### src/rtl/rotfm_pkg.sv
// ----------------------------------------------------------------------------
// rotfm_pkg: shared types and constants of the image rotation block
// Widths of the fixed-point datapath, register indexes, the configuration
// bundle, the queued work item and the result record.
// ----------------------------------------------------------------------------
package rotfm_pkg;

   localparam int DIM_W      = 13;   // frame size register width
   localparam int COORD_W    = 12;   // pixel column / row
   localparam int DELTA_W    = 14;   // signed offset from the center
   localparam int ANGLE_W    = 16;   // Q2.14 sine / cosine
   localparam int PROD_W     = DELTA_W + ANGLE_W;
   localparam int SUM_W      = 32;
   localparam int FRAC_BITS  = 14;
   localparam int TRUNC_W    = SUM_W - FRAC_BITS;
   localparam int ADDR_W     = 24;
   localparam int PIXEL_W    = 8;
   localparam int MAX_DIM    = 4096;
   localparam int CSR_IDX_W  = 2;
   localparam int CSR_DATA_W = 16;

   localparam logic [DIM_W-1:0]   RESET_WIDTH  = DIM_W'(640);
   localparam logic [DIM_W-1:0]   RESET_HEIGHT = DIM_W'(480);
   localparam logic [ANGLE_W-1:0] RESET_SINE   = ANGLE_W'(16384);
   localparam logic [ANGLE_W-1:0] RESET_COSINE = ANGLE_W'(0);

   typedef enum logic [CSR_IDX_W-1:0] {
      CSR_FRAME_WIDTH  = 2'd0,
      CSR_FRAME_HEIGHT = 2'd1,
      CSR_SINE         = 2'd2,
      CSR_COSINE       = 2'd3
   } csr_index_type;

   // Effective configuration as seen by the datapath.
   typedef struct packed {
      logic        [DIM_W-1:0]   width;
      logic        [DIM_W-1:0]   height;
      logic signed [ANGLE_W-1:0] sine;
      logic signed [ANGLE_W-1:0] cosine;
   } cfg_type;

   // One classified source pixel waiting for the rotation datapath.
   typedef struct packed {
      logic signed [DELTA_W-1:0] dx;
      logic signed [DELTA_W-1:0] dy;
      logic        [PIXEL_W-1:0] pixel;
      logic                      last;
   } item_type;

   typedef struct packed {
      logic [COORD_W-1:0] x;
      logic [COORD_W-1:0] y;
      logic [ADDR_W-1:0]  address;
      logic [PIXEL_W-1:0] pixel;
      logic               last;
   } result_type;

   // A size register of zero acts as one, anything above the maximum acts as the maximum.
   function automatic logic [DIM_W-1:0] eff_dim(input logic [DIM_W-1:0] v);
      logic [DIM_W-1:0] r;
      if (v == '0) begin
         r = DIM_W'(1);
      end else if (v > DIM_W'(MAX_DIM)) begin
         r = DIM_W'(MAX_DIM);
      end else begin
         r = v;
      end
      return r;
   endfunction

endpackage

### src/rtl/rotfm_front.sv
// ----------------------------------------------------------------------------
// rotfm_front: source position tracking
// Keeps the raster column and row counters, turns each accepted pixel into
// its offset from the frame center and flags the final pixel of the frame.
// ----------------------------------------------------------------------------
module rotfm_front (
   input  logic                           clock,
   input  logic                           reset,
   input  rotfm_pkg::cfg_type             cfg,
   input  logic                           req_push,
   input  logic [rotfm_pkg::PIXEL_W-1:0]  req_pixel_in,
   input  logic                           queue_full,
   output logic                           queue_push,
   output rotfm_pkg::item_type            queue_item
);
   import rotfm_pkg::*;

   logic [COORD_W-1:0] column_ff, column_in;
   logic [COORD_W-1:0] row_ff, row_in;
   logic [COORD_W-1:0] xc, yc;
   logic               accept;
   logic               row_end;
   logic               col_end;

   assign accept  = req_push && !queue_full;
   assign xc      = cfg.width[DIM_W-1:1];
   assign yc      = cfg.height[DIM_W-1:1];
   assign row_end = {1'b0, column_ff} >= (cfg.width - DIM_W'(1));
   assign col_end = {1'b0, row_ff} >= (cfg.height - DIM_W'(1));

   assign queue_push       = accept;
   assign queue_item.dx    = $signed({2'b00, column_ff}) - $signed({2'b00, xc});
   assign queue_item.dy    = $signed({2'b00, row_ff}) - $signed({2'b00, yc});
   assign queue_item.pixel = req_pixel_in;
   assign queue_item.last  = row_end && col_end;

   always_comb begin
      column_in = column_ff;
      row_in    = row_ff;
      if (accept) begin
         if (row_end) begin
            column_in = '0;
            row_in    = col_end ? '0 : row_ff + COORD_W'(1);
         end else begin
            column_in = column_ff + COORD_W'(1);
         end
      end
   end

   always_ff @(posedge clock) begin
      if (reset) begin
         column_ff <= '0;
         row_ff    <= '0;
      end else begin
         column_ff <= column_in;
         row_ff    <= row_in;
      end
   end

endmodule

### src/rtl/rotfm_queue.sv
// ----------------------------------------------------------------------------
// rotfm_queue: work queue between position tracking and the datapath
// Four-entry FIFO of classified pixels.
// ----------------------------------------------------------------------------
module rotfm_queue (
   input  logic                clock,
   input  logic                reset,
   input  logic                push,
   input  rotfm_pkg::item_type push_item,
   output logic                full,
   output logic                valid,
   output rotfm_pkg::item_type head_item,
   input  logic                pop
);
   import rotfm_pkg::*;

   item_type   mem [4];
   logic [1:0] wr_ptr_ff, wr_ptr_in;
   logic [1:0] rd_ptr_ff, rd_ptr_in;
   logic [2:0] count_ff, count_in;
   logic       do_push, do_pop;

   assign full      = count_ff == 3'd4;
   assign valid     = count_ff != 3'd0;
   assign head_item = mem[rd_ptr_ff];
   assign do_push   = push && !full;
   assign do_pop    = pop && valid;

   always_comb begin
      wr_ptr_in = do_push ? wr_ptr_ff + 2'd1 : wr_ptr_ff;
      rd_ptr_in = do_pop ? rd_ptr_ff + 2'd1 : rd_ptr_ff;
      count_in  = count_ff + {2'b00, do_push} - {2'b00, do_pop};
   end

   always_ff @(posedge clock) begin
      if (reset) begin
         wr_ptr_ff <= '0;
         rd_ptr_ff <= '0;
         count_ff  <= '0;
      end else begin
         wr_ptr_ff <= wr_ptr_in;
         rd_ptr_ff <= rd_ptr_in;
         count_ff  <= count_in;
      end
   end

   always_ff @(posedge clock) begin
      if (do_push) begin
         mem[wr_ptr_ff] <= push_item;
      end
   end

`ifndef NO_ASSERTIONS
   a_count_bound: assert property (@(posedge clock) disable iff (reset)
      count_ff <= 3'd4) else $error("work queue count out of range");
   a_full_push_holds: assert property (@(posedge clock) disable iff (reset)
      (full && !do_pop) |=> (count_ff == 3'd4)) else $error("full queue lost an entry");
`endif

endmodule

### src/rtl/rotfm_back.sv
// ----------------------------------------------------------------------------
// rotfm_back: rotation datapath and result buffer
// Three register stages (products, sums, truncation and range check), then
// the address multiply-add straight into an eight-entry result FIFO.
// ----------------------------------------------------------------------------
module rotfm_back (
   input  logic                clock,
   input  logic                reset,
   input  rotfm_pkg::cfg_type  cfg,
   input  logic                queue_valid,
   input  rotfm_pkg::item_type queue_item,
   output logic                queue_pop,
   output logic                rsp_empty,
   input  logic                rsp_pop,
   output rotfm_pkg::result_type rsp_result
);
   import rotfm_pkg::*;

   // Stage 1: products.
   logic                       v1_ff, v1_in;
   logic signed [PROD_W-1:0]   pxc_ff, pys_ff, pxs_ff, pyc_ff;
   logic        [PIXEL_W-1:0]  pix1_ff;
   logic                       last1_ff;
   // Stage 2: sums with the center added back.
   logic                       v2_ff;
   logic signed [SUM_W-1:0]    sx_ff, sy_ff, sx_in, sy_in;
   logic        [PIXEL_W-1:0]  pix2_ff;
   logic                       last2_ff;
   // Stage 3: truncated target and range check.
   logic                       v3_ff;
   logic                       hit3_ff, hit3_in;
   logic        [COORD_W-1:0]  x3_ff, y3_ff;
   logic        [PIXEL_W-1:0]  pix3_ff;
   logic                       last3_ff;

   logic signed [SUM_W-1:0]    xc_term, yc_term, tsx, tsy;
   logic        [TRUNC_W-1:0]  tx, ty;
   logic        [COORD_W+DIM_W-1:0] addr_full;

   // Result FIFO.
   result_type  mem [8];
   logic [2:0]  wr_ptr_ff, rd_ptr_ff;
   logic [3:0]  count_ff, count_in;
   logic [3:0]  in_flight;
   logic        fifo_push, fifo_pop;
   result_type  wr_result;

   // Issue only when the FIFO has room for everything already in flight.
   assign in_flight = {3'b000, v1_ff} + {3'b000, v2_ff} + {3'b000, v3_ff};
   assign v1_in     = queue_valid && ((count_ff + in_flight) < 4'd8);
   assign queue_pop = v1_in;

   assign xc_term = $signed({6'd0, cfg.width[DIM_W-1:1], {FRAC_BITS{1'b0}}});
   assign yc_term = $signed({6'd0, cfg.height[DIM_W-1:1], {FRAC_BITS{1'b0}}});
   assign sx_in   = SUM_W'(pxc_ff) - SUM_W'(pys_ff) + xc_term;
   assign sy_in   = SUM_W'(pxs_ff) + SUM_W'(pyc_ff) + yc_term;

   // Truncation toward zero: bias negative sums before the arithmetic shift.
   assign tsx = sx_ff + (sx_ff[SUM_W-1] ? SUM_W'((1 << FRAC_BITS) - 1) : SUM_W'(0));
   assign tsy = sy_ff + (sy_ff[SUM_W-1] ? SUM_W'((1 << FRAC_BITS) - 1) : SUM_W'(0));
   assign tx  = tsx[SUM_W-1:FRAC_BITS];
   assign ty  = tsy[SUM_W-1:FRAC_BITS];
   assign hit3_in = !tx[TRUNC_W-1] && !ty[TRUNC_W-1]
                 && (tx < TRUNC_W'(cfg.width)) && (ty < TRUNC_W'(cfg.height));

   always_ff @(posedge clock) begin
      if (reset) begin
         v1_ff <= 1'b0;
         v2_ff <= 1'b0;
         v3_ff <= 1'b0;
      end else begin
         v1_ff <= v1_in;
         v2_ff <= v1_ff;
         v3_ff <= v2_ff;
      end
   end

   always_ff @(posedge clock) begin
      pxc_ff   <= queue_item.dx * cfg.cosine;
      pys_ff   <= queue_item.dy * cfg.sine;
      pxs_ff   <= queue_item.dx * cfg.sine;
      pyc_ff   <= queue_item.dy * cfg.cosine;
      pix1_ff  <= queue_item.pixel;
      last1_ff <= queue_item.last;
      sx_ff    <= sx_in;
      sy_ff    <= sy_in;
      pix2_ff  <= pix1_ff;
      last2_ff <= last1_ff;
      hit3_ff  <= hit3_in;
      x3_ff    <= tx[COORD_W-1:0];
      y3_ff    <= ty[COORD_W-1:0];
      pix3_ff  <= pix2_ff;
      last3_ff <= last2_ff;
   end

   assign addr_full = (COORD_W+DIM_W)'(y3_ff) * (COORD_W+DIM_W)'(cfg.width)
                    + (COORD_W+DIM_W)'(x3_ff);

   assign wr_result.x       = x3_ff;
   assign wr_result.y       = y3_ff;
   assign wr_result.address = addr_full[ADDR_W-1:0];
   assign wr_result.pixel   = pix3_ff;
   assign wr_result.last    = last3_ff;

   assign fifo_push  = v3_ff && hit3_ff;
   assign rsp_empty  = count_ff == 4'd0;
   assign fifo_pop   = rsp_pop && !rsp_empty;
   assign rsp_result = mem[rd_ptr_ff];
   assign count_in   = count_ff + {3'b000, fifo_push} - {3'b000, fifo_pop};

   always_ff @(posedge clock) begin
      if (reset) begin
         wr_ptr_ff <= '0;
         rd_ptr_ff <= '0;
         count_ff  <= '0;
      end else begin
         if (fifo_push) begin
            wr_ptr_ff <= wr_ptr_ff + 3'd1;
         end
         if (fifo_pop) begin
            rd_ptr_ff <= rd_ptr_ff + 3'd1;
         end
         count_ff <= count_in;
      end
   end

   always_ff @(posedge clock) begin
      if (fifo_push) begin
         mem[wr_ptr_ff] <= wr_result;
      end
   end

`ifndef NO_ASSERTIONS
   a_credit_bound: assert property (@(posedge clock) disable iff (reset)
      (count_ff + in_flight) <= 4'd8) else $error("result FIFO overcommitted");
   a_no_overflow: assert property (@(posedge clock) disable iff (reset)
      fifo_push |-> (count_ff != 4'd8)) else $error("write into full result FIFO");
   a_ptr_gap: assert property (@(posedge clock) disable iff (reset)
      (count_ff != 4'd0 && count_ff != 4'd8) |-> (wr_ptr_ff != rd_ptr_ff))
      else $error("result FIFO pointers disagree with count");
`endif

endmodule

### src/rtl/image_rotate_forward_map_top.sv
// ----------------------------------------------------------------------------
// image_rotate_forward_map_top: nearest-neighbor image rotation about center
// Forward-maps raster-order grey pixels through a Q2.14 rotation about the
// frame center and emits one destination write for each pixel that lands
// inside the frame.
// ----------------------------------------------------------------------------
//
//   Channel   Direction  Handshake             Payload
//   req_      in         req_push / req_full   req_pixel_in
//   rsp_      out        rsp_pop / rsp_empty   target x, y, address, pixel, last
//   csr_      in         csr_valid / csr_ready csr_index, csr_data
//
// A pixel is accepted in every cycle while the four-entry work queue has
// room, so the sustained rate is one pixel per clock. An accepted
// transaction passes through the work queue and then the three datapath
// stages, after which a result that lands inside the frame is written into
// the result FIFO that feeds the rsp_ ports. The datapath issues only
// while the eight-entry result FIFO has room for every transaction in
// flight, so a stalled consumer backs up into the queue and then raises
// req_full. Synchronous reset restores the register defaults and returns the
// raster position to the top-left pixel.
//
module image_rotate_forward_map_top (
   input  logic                                 clock,
   input  logic                                 reset,
   // Pixel input
   input  logic                                 req_push,
   output logic                                 req_full,
   input  logic [rotfm_pkg::PIXEL_W-1:0]        req_pixel_in,
   // Write results
   output logic                                 rsp_empty,
   input  logic                                 rsp_pop,
   output logic [rotfm_pkg::COORD_W-1:0]        rsp_target_x,
   output logic [rotfm_pkg::COORD_W-1:0]        rsp_target_y,
   output logic [rotfm_pkg::ADDR_W-1:0]         rsp_target_address,
   output logic [rotfm_pkg::PIXEL_W-1:0]        rsp_pixel_out,
   output logic                                 rsp_frame_last,
   // Configuration
   input  logic                                 csr_valid,
   output logic                                 csr_ready,
   input  logic [rotfm_pkg::CSR_IDX_W-1:0]      csr_index,
   input  logic [rotfm_pkg::CSR_DATA_W-1:0]     csr_data
);
   import rotfm_pkg::*;

   // Raw register contents; the size registers are clamped before use.
   logic [DIM_W-1:0]   width_ff, width_in;
   logic [DIM_W-1:0]   height_ff, height_in;
   logic [ANGLE_W-1:0] sine_ff, sine_in;
   logic [ANGLE_W-1:0] cosine_ff, cosine_in;
   logic               csr_write;

   cfg_type    cfg;
   item_type   front_item;
   item_type   head_item;
   result_type rsp_result;
   logic       queue_push;
   logic       queue_full;
   logic       queue_valid;
   logic       queue_pop;

   // The register file never stalls a write.
   assign csr_ready = 1'b1;
   assign csr_write = csr_valid && csr_ready;

   always_comb begin
      width_in  = width_ff;
      height_in = height_ff;
      sine_in   = sine_ff;
      cosine_in = cosine_ff;
      if (csr_write) begin
         unique case (csr_index_type'(csr_index))
            CSR_FRAME_WIDTH:  width_in  = csr_data[DIM_W-1:0];
            CSR_FRAME_HEIGHT: height_in = csr_data[DIM_W-1:0];
            CSR_SINE:         sine_in   = csr_data;
            CSR_COSINE:       cosine_in = csr_data;
            default:          width_in  = width_ff;
         endcase
      end
   end

   always_ff @(posedge clock) begin
      if (reset) begin
         width_ff  <= RESET_WIDTH;
         height_ff <= RESET_HEIGHT;
         sine_ff   <= RESET_SINE;
         cosine_ff <= RESET_COSINE;
      end else begin
         width_ff  <= width_in;
         height_ff <= height_in;
         sine_ff   <= sine_in;
         cosine_ff <= cosine_in;
      end
   end

   // Zero sizes act as one and oversize values as the maximum dimension.
   assign cfg.width  = eff_dim(width_ff);
   assign cfg.height = eff_dim(height_ff);
   assign cfg.sine   = $signed(sine_ff);
   assign cfg.cosine = $signed(cosine_ff);

   assign req_full = queue_full;

   rotfm_front u_front (
      .clock        (clock),
      .reset        (reset),
      .cfg          (cfg),
      .req_push     (req_push),
      .req_pixel_in (req_pixel_in),
      .queue_full   (queue_full),
      .queue_push   (queue_push),
      .queue_item   (front_item)
   );

   rotfm_queue u_queue (
      .clock     (clock),
      .reset     (reset),
      .push      (queue_push),
      .push_item (front_item),
      .full      (queue_full),
      .valid     (queue_valid),
      .head_item (head_item),
      .pop       (queue_pop)
   );

   rotfm_back u_back (
      .clock       (clock),
      .reset       (reset),
      .cfg         (cfg),
      .queue_valid (queue_valid),
      .queue_item  (head_item),
      .queue_pop   (queue_pop),
      .rsp_empty   (rsp_empty),
      .rsp_pop     (rsp_pop),
      .rsp_result  (rsp_result)
   );

   assign rsp_target_x       = rsp_result.x;
   assign rsp_target_y       = rsp_result.y;
   assign rsp_target_address = rsp_result.address;
   assign rsp_pixel_out      = rsp_result.pixel;
   assign rsp_frame_last     = rsp_result.last;

endmodule
### config.mk
export PLATFORM = sky130hd
export DESIGN_NAME = image_rotate_forward_map_top
export DESIGN_NICKNAME = d
export VERILOG_FILES = /design/src/rtl/rotfm_pkg.sv /design/src/rtl/rotfm_front.sv /design/src/rtl/rotfm_queue.sv /design/src/rtl/rotfm_back.sv /design/src/rtl/image_rotate_forward_map_top.sv
export SDC_FILE = /design/constraint.sdc
export NUM_CORES = 2
export LEC_CHECK = 0
export BUFFER_PORTS_ARGS = -buffer_cell sky130_fd_sc_hd__buf_4
export CAP_MARGIN = 20
export CORE_ASPECT_RATIO = 1.25
export CORE_UTILIZATION = 57
export CTS_CLUSTER_DIAMETER = 120
export DETAILED_ROUTE_END_ITERATION = 8
export GPL_ROUTABILITY_DRIVEN = 0
export PLACE_DENSITY_LB_ADDON = 0.15
export RECOVER_POWER = 100
export SKIP_LAST_GASP = 1
export SLEW_MARGIN = 40
export SYNTH_ARGS = -nofsm -noshare
export SYNTH_HDL_FRONTEND = slang
export SYNTH_SLANG_ARGS = --single-unit
### constraint.sdc
create_clock -name clock -period 18.6 [get_ports clock]
set_input_delay 3.72 -clock clock [delete_from_list [all_inputs] [get_ports clock]]
set_output_delay 3.72 -clock clock [all_outputs]
set_load 0.1 [all_outputs]
## Yosys cells after proc, flatten, opt, wreduce, memory -nomap -nowiden

Memories as Yosys holds them, arrays and structs flattened. A register that Yosys moved wholly into a read port is not among the register bits.
Index checks and enable logic that the tools add are counted.

- Register bits: 338
- RAM bits: 604
- Logic and storage cells: 112
- Memories kept: 2

- Reductions and logical operators: 24
- Equal/unequal tests: 4
- Muxes and demuxes: 16
- Multiply operators: 5
- $lt $le $gt $ge: 7
- Add/sub/neg operators: 24

Memories:

| memory | depth | bits a word | read ports | clocked after memory_dff | wr ports | line | RTL |
|---|---|---|---|---|---|---|---|
| u_back.mem | 8 | 57 | 1 | 1 | 1 | rotfm_back.sv:41 | `result_type mem [8];` |
| u_queue.mem | 4 | 37 | 1 | 1 | 1 | rotfm_queue.sv:17 | `item_type mem [4];` |

Operators by type and width:

| kind | count |
|---|---|
| multiplier 14 x 16 -> 30 bit | 4 |
| adder 32 x 27 -> 32 bit | 2 |
| adder 32 bit | 2 |
| 2-to-1 mux 13 bit | 4 |
| less-than comparator 18 x 13 -> 1 bit | 2 |
| adder 30 x 30 -> 31 bit | 1 |
| subtractor 30 x 30 -> 31 bit | 1 |
| 2-to-1 mux 14 bit | 2 |
| >= comparator 12 x 13 -> 1 bit | 2 |
| > comparator 13 bit (second input constant) | 2 |
| logical NOT 13 bit | 2 |
| subtractor 12 x 12 -> 13 bit | 2 |
| subtractor 13 x 1 -> 13 bit (second input constant) | 2 |
| adder 12 x 1 -> 12 bit (second input constant) | 2 |
| adder 24 x 12 -> 24 bit | 1 |
| multiplier 12 x 13 -> 24 bit | 1 |
| 2-to-1 mux 12 bit | 2 |
| logical AND 1 bit | 10 |
| AND reduction 2 bit | 5 |
| adder 4 x 1 -> 4 bit | 2 |
| adder 3 x 1 -> 3 bit (second input constant) | 2 |
| 2-to-1 mux 3 bit | 2 |
| adder 2 x 1 -> 2 bit (second input constant) | 2 |
| adder 4 bit | 1 |
| 14 further kinds | 22 |

## Longest topological paths before layout

- Depth in word-level cells: 8
- Mapped depth: 30
- Gate-level depth less buffers: 27

## Cells and area by module

Synthesis repeated with hierarchy kept, for this count alone.

- Cell total of the unflattened synthesis: 7,055
- Area total of the unflattened synthesis: 78,471.5 sq um

By module, submodules not included:

| module | area each (sq um) | cells each | times used |
|---|---|---|---|
| rotfm_back | 67,186.9 | 6,105 | 1 |
| rotfm_queue | 5,863.1 | 242 | 1 |
| rotfm_front | 3,136.8 | 414 | 1 |
| image_rotate_forward_map_top | 2,284.7 | 294 | 1 |

## Worst setup path after synthesis

OpenSTA, ideal clock, no wires.

- Path type: register to register
- Start: reg (tool-made name)
- End: reg u_back.pxc_ff[28]
- Clock period less this slack: 7.018 ns
- Buffers on the path: 4
- Data arrival time: 6.955 ns
- Setup slack: 11.582 ns
- Stages on the path, launching flop included: 27
- Cell sequence: dfxtp_1 -> buf_2 -> buf_2 -> o21a_1 -> buf_1 -> clkinv_1 -> clkbuf_1 -> fa_1 -> inv_1 -> fa_1 -> fa_1 -> inv_1 -> fa_1 -> fa_1 -> inv_1 -> fa_1 -> ha_1 -> a21o_1 -> a21o_1 -> a21o_1 -> a21o_1 -> a21o_1 -> a41o_4 -> a211oi_4 -> o21ai_2 -> a2111oi_2 -> nand3b_1

RTL lines:

| item | line | RTL |
|---|---|---|
| end signal, assigned | rotfm_back.sv:79 | `pxc_ff <= queue_item.dx * cfg.cosine;` |
| end, declared | rotfm_back.sv:21 | `logic signed [PROD_W-1:0] pxc_ff, pys_ff, pxs_ff, pyc_ff;` |

==> impl_metrics.csv <==
group,metric,value,unit
outcome,status,"complete, but fails checks",
outcome,failed_checks,"max-capacitance violations, max-slew violations",
logic_synthesis,synthesis.area,77800,um2
power_and_ir_drop,p_leak,36.2,nW
floorplanning,num_io_pins,91,
sta,tightest_slew,3.92,ns
clock_tree,postCtsHoldBufs,0,
drt,final_antenna_net_count,0,
grt,grt_pass1_wl,288000,um
clock_tree,cts.sinks,939,
floorplanning,core_area,135000,um2
clock_tree,cts_buffers,92,
clock_tree,clockBufferDepth,3,
clock_tree,clkTransAtPathRegs,0.06,ns
worst_setup_path,critPathBufInv,2,
floorplanning,core.rowCount,151,
worst_setup_path,cp_top_family,"buffers and inverters",
logic_synthesis,ys_async_sr_fraction,0,%
job,maxCapViolCount,22,
worst_setup_path,setup.worst_path.end_class,"primary output",
drt,drcViolationCount,0,
placement,hpwlAfterDp,133000,um
drt,vias,50000,
sta,fin_ws,7.34,ns
sta,layout_min_cycle_time,11.26,ns
worst_setup_path,path_class,"reg2out",
drt,drt-total-wl,179000,um
logic_synthesis,yosysTopAreaCellShare,25.9,%
finish,final_layout_size_suffix_gt1_share,6.21,%
power_and_ir_drop,max-vdd-ir-drop,177,uV
grt,grtUsageTotal,27.0,%
grt,antenna_found_initial,5,
sta,slew_headroom,-161,%
worst_setup_path,crit_required,14.88,ns
logic_synthesis,yosys.area.top_type,"fa_1",
drt,routedWlPerCell,20.1,um
placement,dpl-instance-area,80300,um2
worst_setup_path,critPathLaunchType,"flip-flop",
sta,fin_skew,0.0491,ns
sta,slew_viol_final,842,
clock_tree,cts_resized,0,
sta,tns,0,ns
logic_synthesis,yosysMostFrequentCell,"inv_1",
floorplanning,dieArea,138000,um2
clock_tree,clock-root-buffer,"clkbuf_16",
placement,port_buffers,89,
placement,pre_cts_ws,10.25,ns
worst_setup_path,arrival,7.54,ns
worst_setup_path,reg2reg_slack,8.51,ns
clock_tree,cts_tree,"done",
grt,grt-ovfl-total,0,
logic_synthesis,yosysWarningCount,0,
worst_setup_path,cp_common_cell,"clkbuf_1",
power_and_ir_drop,powerDensity,183,nW/um2
finish,syn2layout_area_growth,6.37,%
sta,timing_hold_violations_final,0,
clock_tree,cts-htree-levels,3,
logic_synthesis,synth_area_per_cell,10.9,um2
logic_synthesis,synth_area_leaders,"fa_1 (26%), edfxtp_1 (23%), ha_1 (8.8%), dfxtp_1 (8.8%), inv_1 (6.2%)",
clock_tree,post-cts-setup-buffers,0,
sta,final-setup-viol-count,0,
floorplanning,initial_utilization,57.4,%
drt,dr.first_iter.drc_count,2864,
worst_setup_path,slowest_delay,2.86,ns
finish,fin_area,82800,um2
worst_setup_path,cp_max_fo,66,
sta,max_freq,0.0888,GHz
drt,via_per_inst,5.60,
logic_synthesis,ys_seq_area_share,31.8,%
logic_synthesis,synth.distinct_cells,84,
finish,final_nets,8666,
sta,rsz0062_at_grt,"no",
logic_synthesis,synth-seq-cells,939,
finish,fill_cells,11100,
floorplanning,die_x,332,um
logic_synthesis,ys.flop_type,"edfxtp_1",
logic_synthesis,syn_nets,8702,
drt,dr.pass1.iters,6,
logic_synthesis,synth_edf_count,596,
grt,grt_pass1_vias,53200,
logic_synthesis,synth_cells,7113,
sta,finalCritPeriodShare,60.5,%
logic_synthesis,synth_common_cells,"inv_1 (1289), fa_1 (1008), nand2_1 (804)",
floorplanning,die_y,415,um
clock_tree,insertion_delay,0.72,ns
worst_setup_path,cpMaxStageDelayCell,"clkbuf_1",
worst_setup_path,path_cells,"clkbuf_1 > mux4_2 > mux2_2 > clkbuf_1",
grt,grt_max_degree,67,
min_path,hold_path_class,"reg2reg",
## logic make-up after synthesis
kind of cell / count (synthesis) / synth area share (%)
simple gates: 1837 / 11.4
buf+inv: 1576 / 7.62
fa+ha+maj: 1558 / 34.8
flops: 939 / 31.8
compound gates: 682 / 5.74
xor+xnor: 306 / 3.45
mux: 214 / 5.21
other cells: 1 / 0.00482
## metal layers
layer | vias up | wire (um) | global-route usage [%]
met4 | 4 | 9050 | 12.8
met5 | - | 25 | 0
met3 | 307 | 8100 | 2.69
met2 | 1216 | 93300 | 48.9
met1 | 25700 | 68900 | 32.1
li1 | 22700 | - | -
## per-stage QoR
stage | hold slack (ns) | instances | utilization, % | power [mW]
2_1_floorplan | 0.310 | 7113 | - | 10.9
3_3_place_gp | 0.310 | 8739 | 59.2 | 13.3
3_5_place_dp | 0.312 | 8740 | 59.2 | 13.5
4_1_cts | 0.326 | 8911 | 61.5 | 15.4
5_1_grt | 0.332 | 8913 | 61.1 | 16.6
6_report | 0.324 | 8917 | 61.1 | 15.2
## worst register-to-register path, stage by stage, from the launching register on
cell	delay (ns)
dfxtp_1	0.42
clkbuf_1	1.04
clkbuf_1	1.44
mux4_2	1.10
nand2_1	0.20
fa_1	0.57
inv_1	0.05
fa_1	0.47
inv_1	0.05
fa_1	0.49
inv_1	0.04
ha_1	0.26
inv_1	0.04
fa_1	0.48
inv_1	0.05
fa_1	0.44
ha_1	0.34
a21oi_1	0.14
o21ai_0	0.15
o31ai_1	0.47
o22ai_1	0.31
a22o_1	0.31
o41ai_1	0.56
o2111ai_1	0.21
a21oi_1	0.20
xnor2_1	0.13
## power breakdown
part | total, mW | internal (mW) | switching [mW] | leakage [nW]
registers | 3.49 | 3.15 | 0.338 | 8.18
logic | 9.84 | 3.82 | 6.02 | 26.6
clock network | 1.85 | 1.02 | 0.831 | 1.44
total | 15.2 | 7.99 | 7.18 | 36.2
## placed cells by master, fill, tap and decap left out, types with 9 or more instances in the layout
master     Yosys  layout
a21boi_0      15      15
nor3_1        50      50
inv_1       1289    1289
or3_1         25      25
o211ai_1      19      19
o31ai_1       11      13
mux4_2       147     143
nor2b_1       51      50
clkbuf_16      0      94
ha_1         550     550
nor3b_1       11      10
and2_1       437     415
nand4_1       26      26
buf_4          2      66
or2_2         10       9
nand3b_1      10      10
nor2_1       236     235
clkbuf_1     261     109
nand3_1       62      62
fa_1        1008    1008
xnor2_1      220     219
nand2b_1      62      62
dfxtp_1      343     334
xor2_1        85      85
edfxtp_1     596     596
clkinv_1       2      17
o21ai_0       95     106
o21bai_1      19      19
o21a_1        49      49
and2_0         0      22
clkinv_2       0      11
a211oi_1      27      29
a31oi_1       19      19
mux2_2        59      59
nand2_1      804     804
a21o_1       104     104
a21oi_1      231     236
and3_1        27      27
## flip-flops by register name (all words and copies together), names as in the netlist, 4 cells and up, named ones only
| name | count |
|---|---|
| cosine_ff | 16 |
| height_ff | 13 |
| sine_ff | 16 |
| u_back.count_ff | 4 |
| u_back.mem | 456 |
| u_back.pix1_ff | 8 |
| u_back.pix2_ff | 8 |
| u_back.pix3_ff | 8 |
| u_back.pxc_ff | 30 |
| u_back.pxs_ff | 30 |
| u_back.pyc_ff | 30 |
| u_back.pys_ff | 30 |
| u_back.sx_ff | 32 |
| u_back.sy_ff | 32 |
| u_back.x3_ff | 12 |
| u_back.y3_ff | 12 |
| u_front.column_ff | 12 |
| u_front.row_ff | 12 |
| u_queue.mem | 140 |
| width_ff | 13 |
## final cells by class
cell class	count	area, um2	share of cell area, %
Antenna cell	4	10.0	0.0121
Tap cell	1759	2200	2.66
Clock inverter	47	482	0.582
Clock buffer	124	2510	3.04
Inverter	1291	4850	5.86
Timing Repair Buffer	155	897	1.08
Multi-Input combinational cell	4598	47000	56.8
Sequential cell	939	24800	29.9
## final timing paths
check | startpoint | end | depth (start not counted)
min reg2reg | u_back.pix2_ff[5] | u_back.pix3_ff[5] | 0
min | u_back.pix2_ff[5] | u_back.pix3_ff[5] | 0
max reg2reg | flip-flop | u_back.pys_ff[29] | 25
max | flip-flop | rsp_target_y[8] | 4
Note: power is estimated with default switching activity, not from simulation.
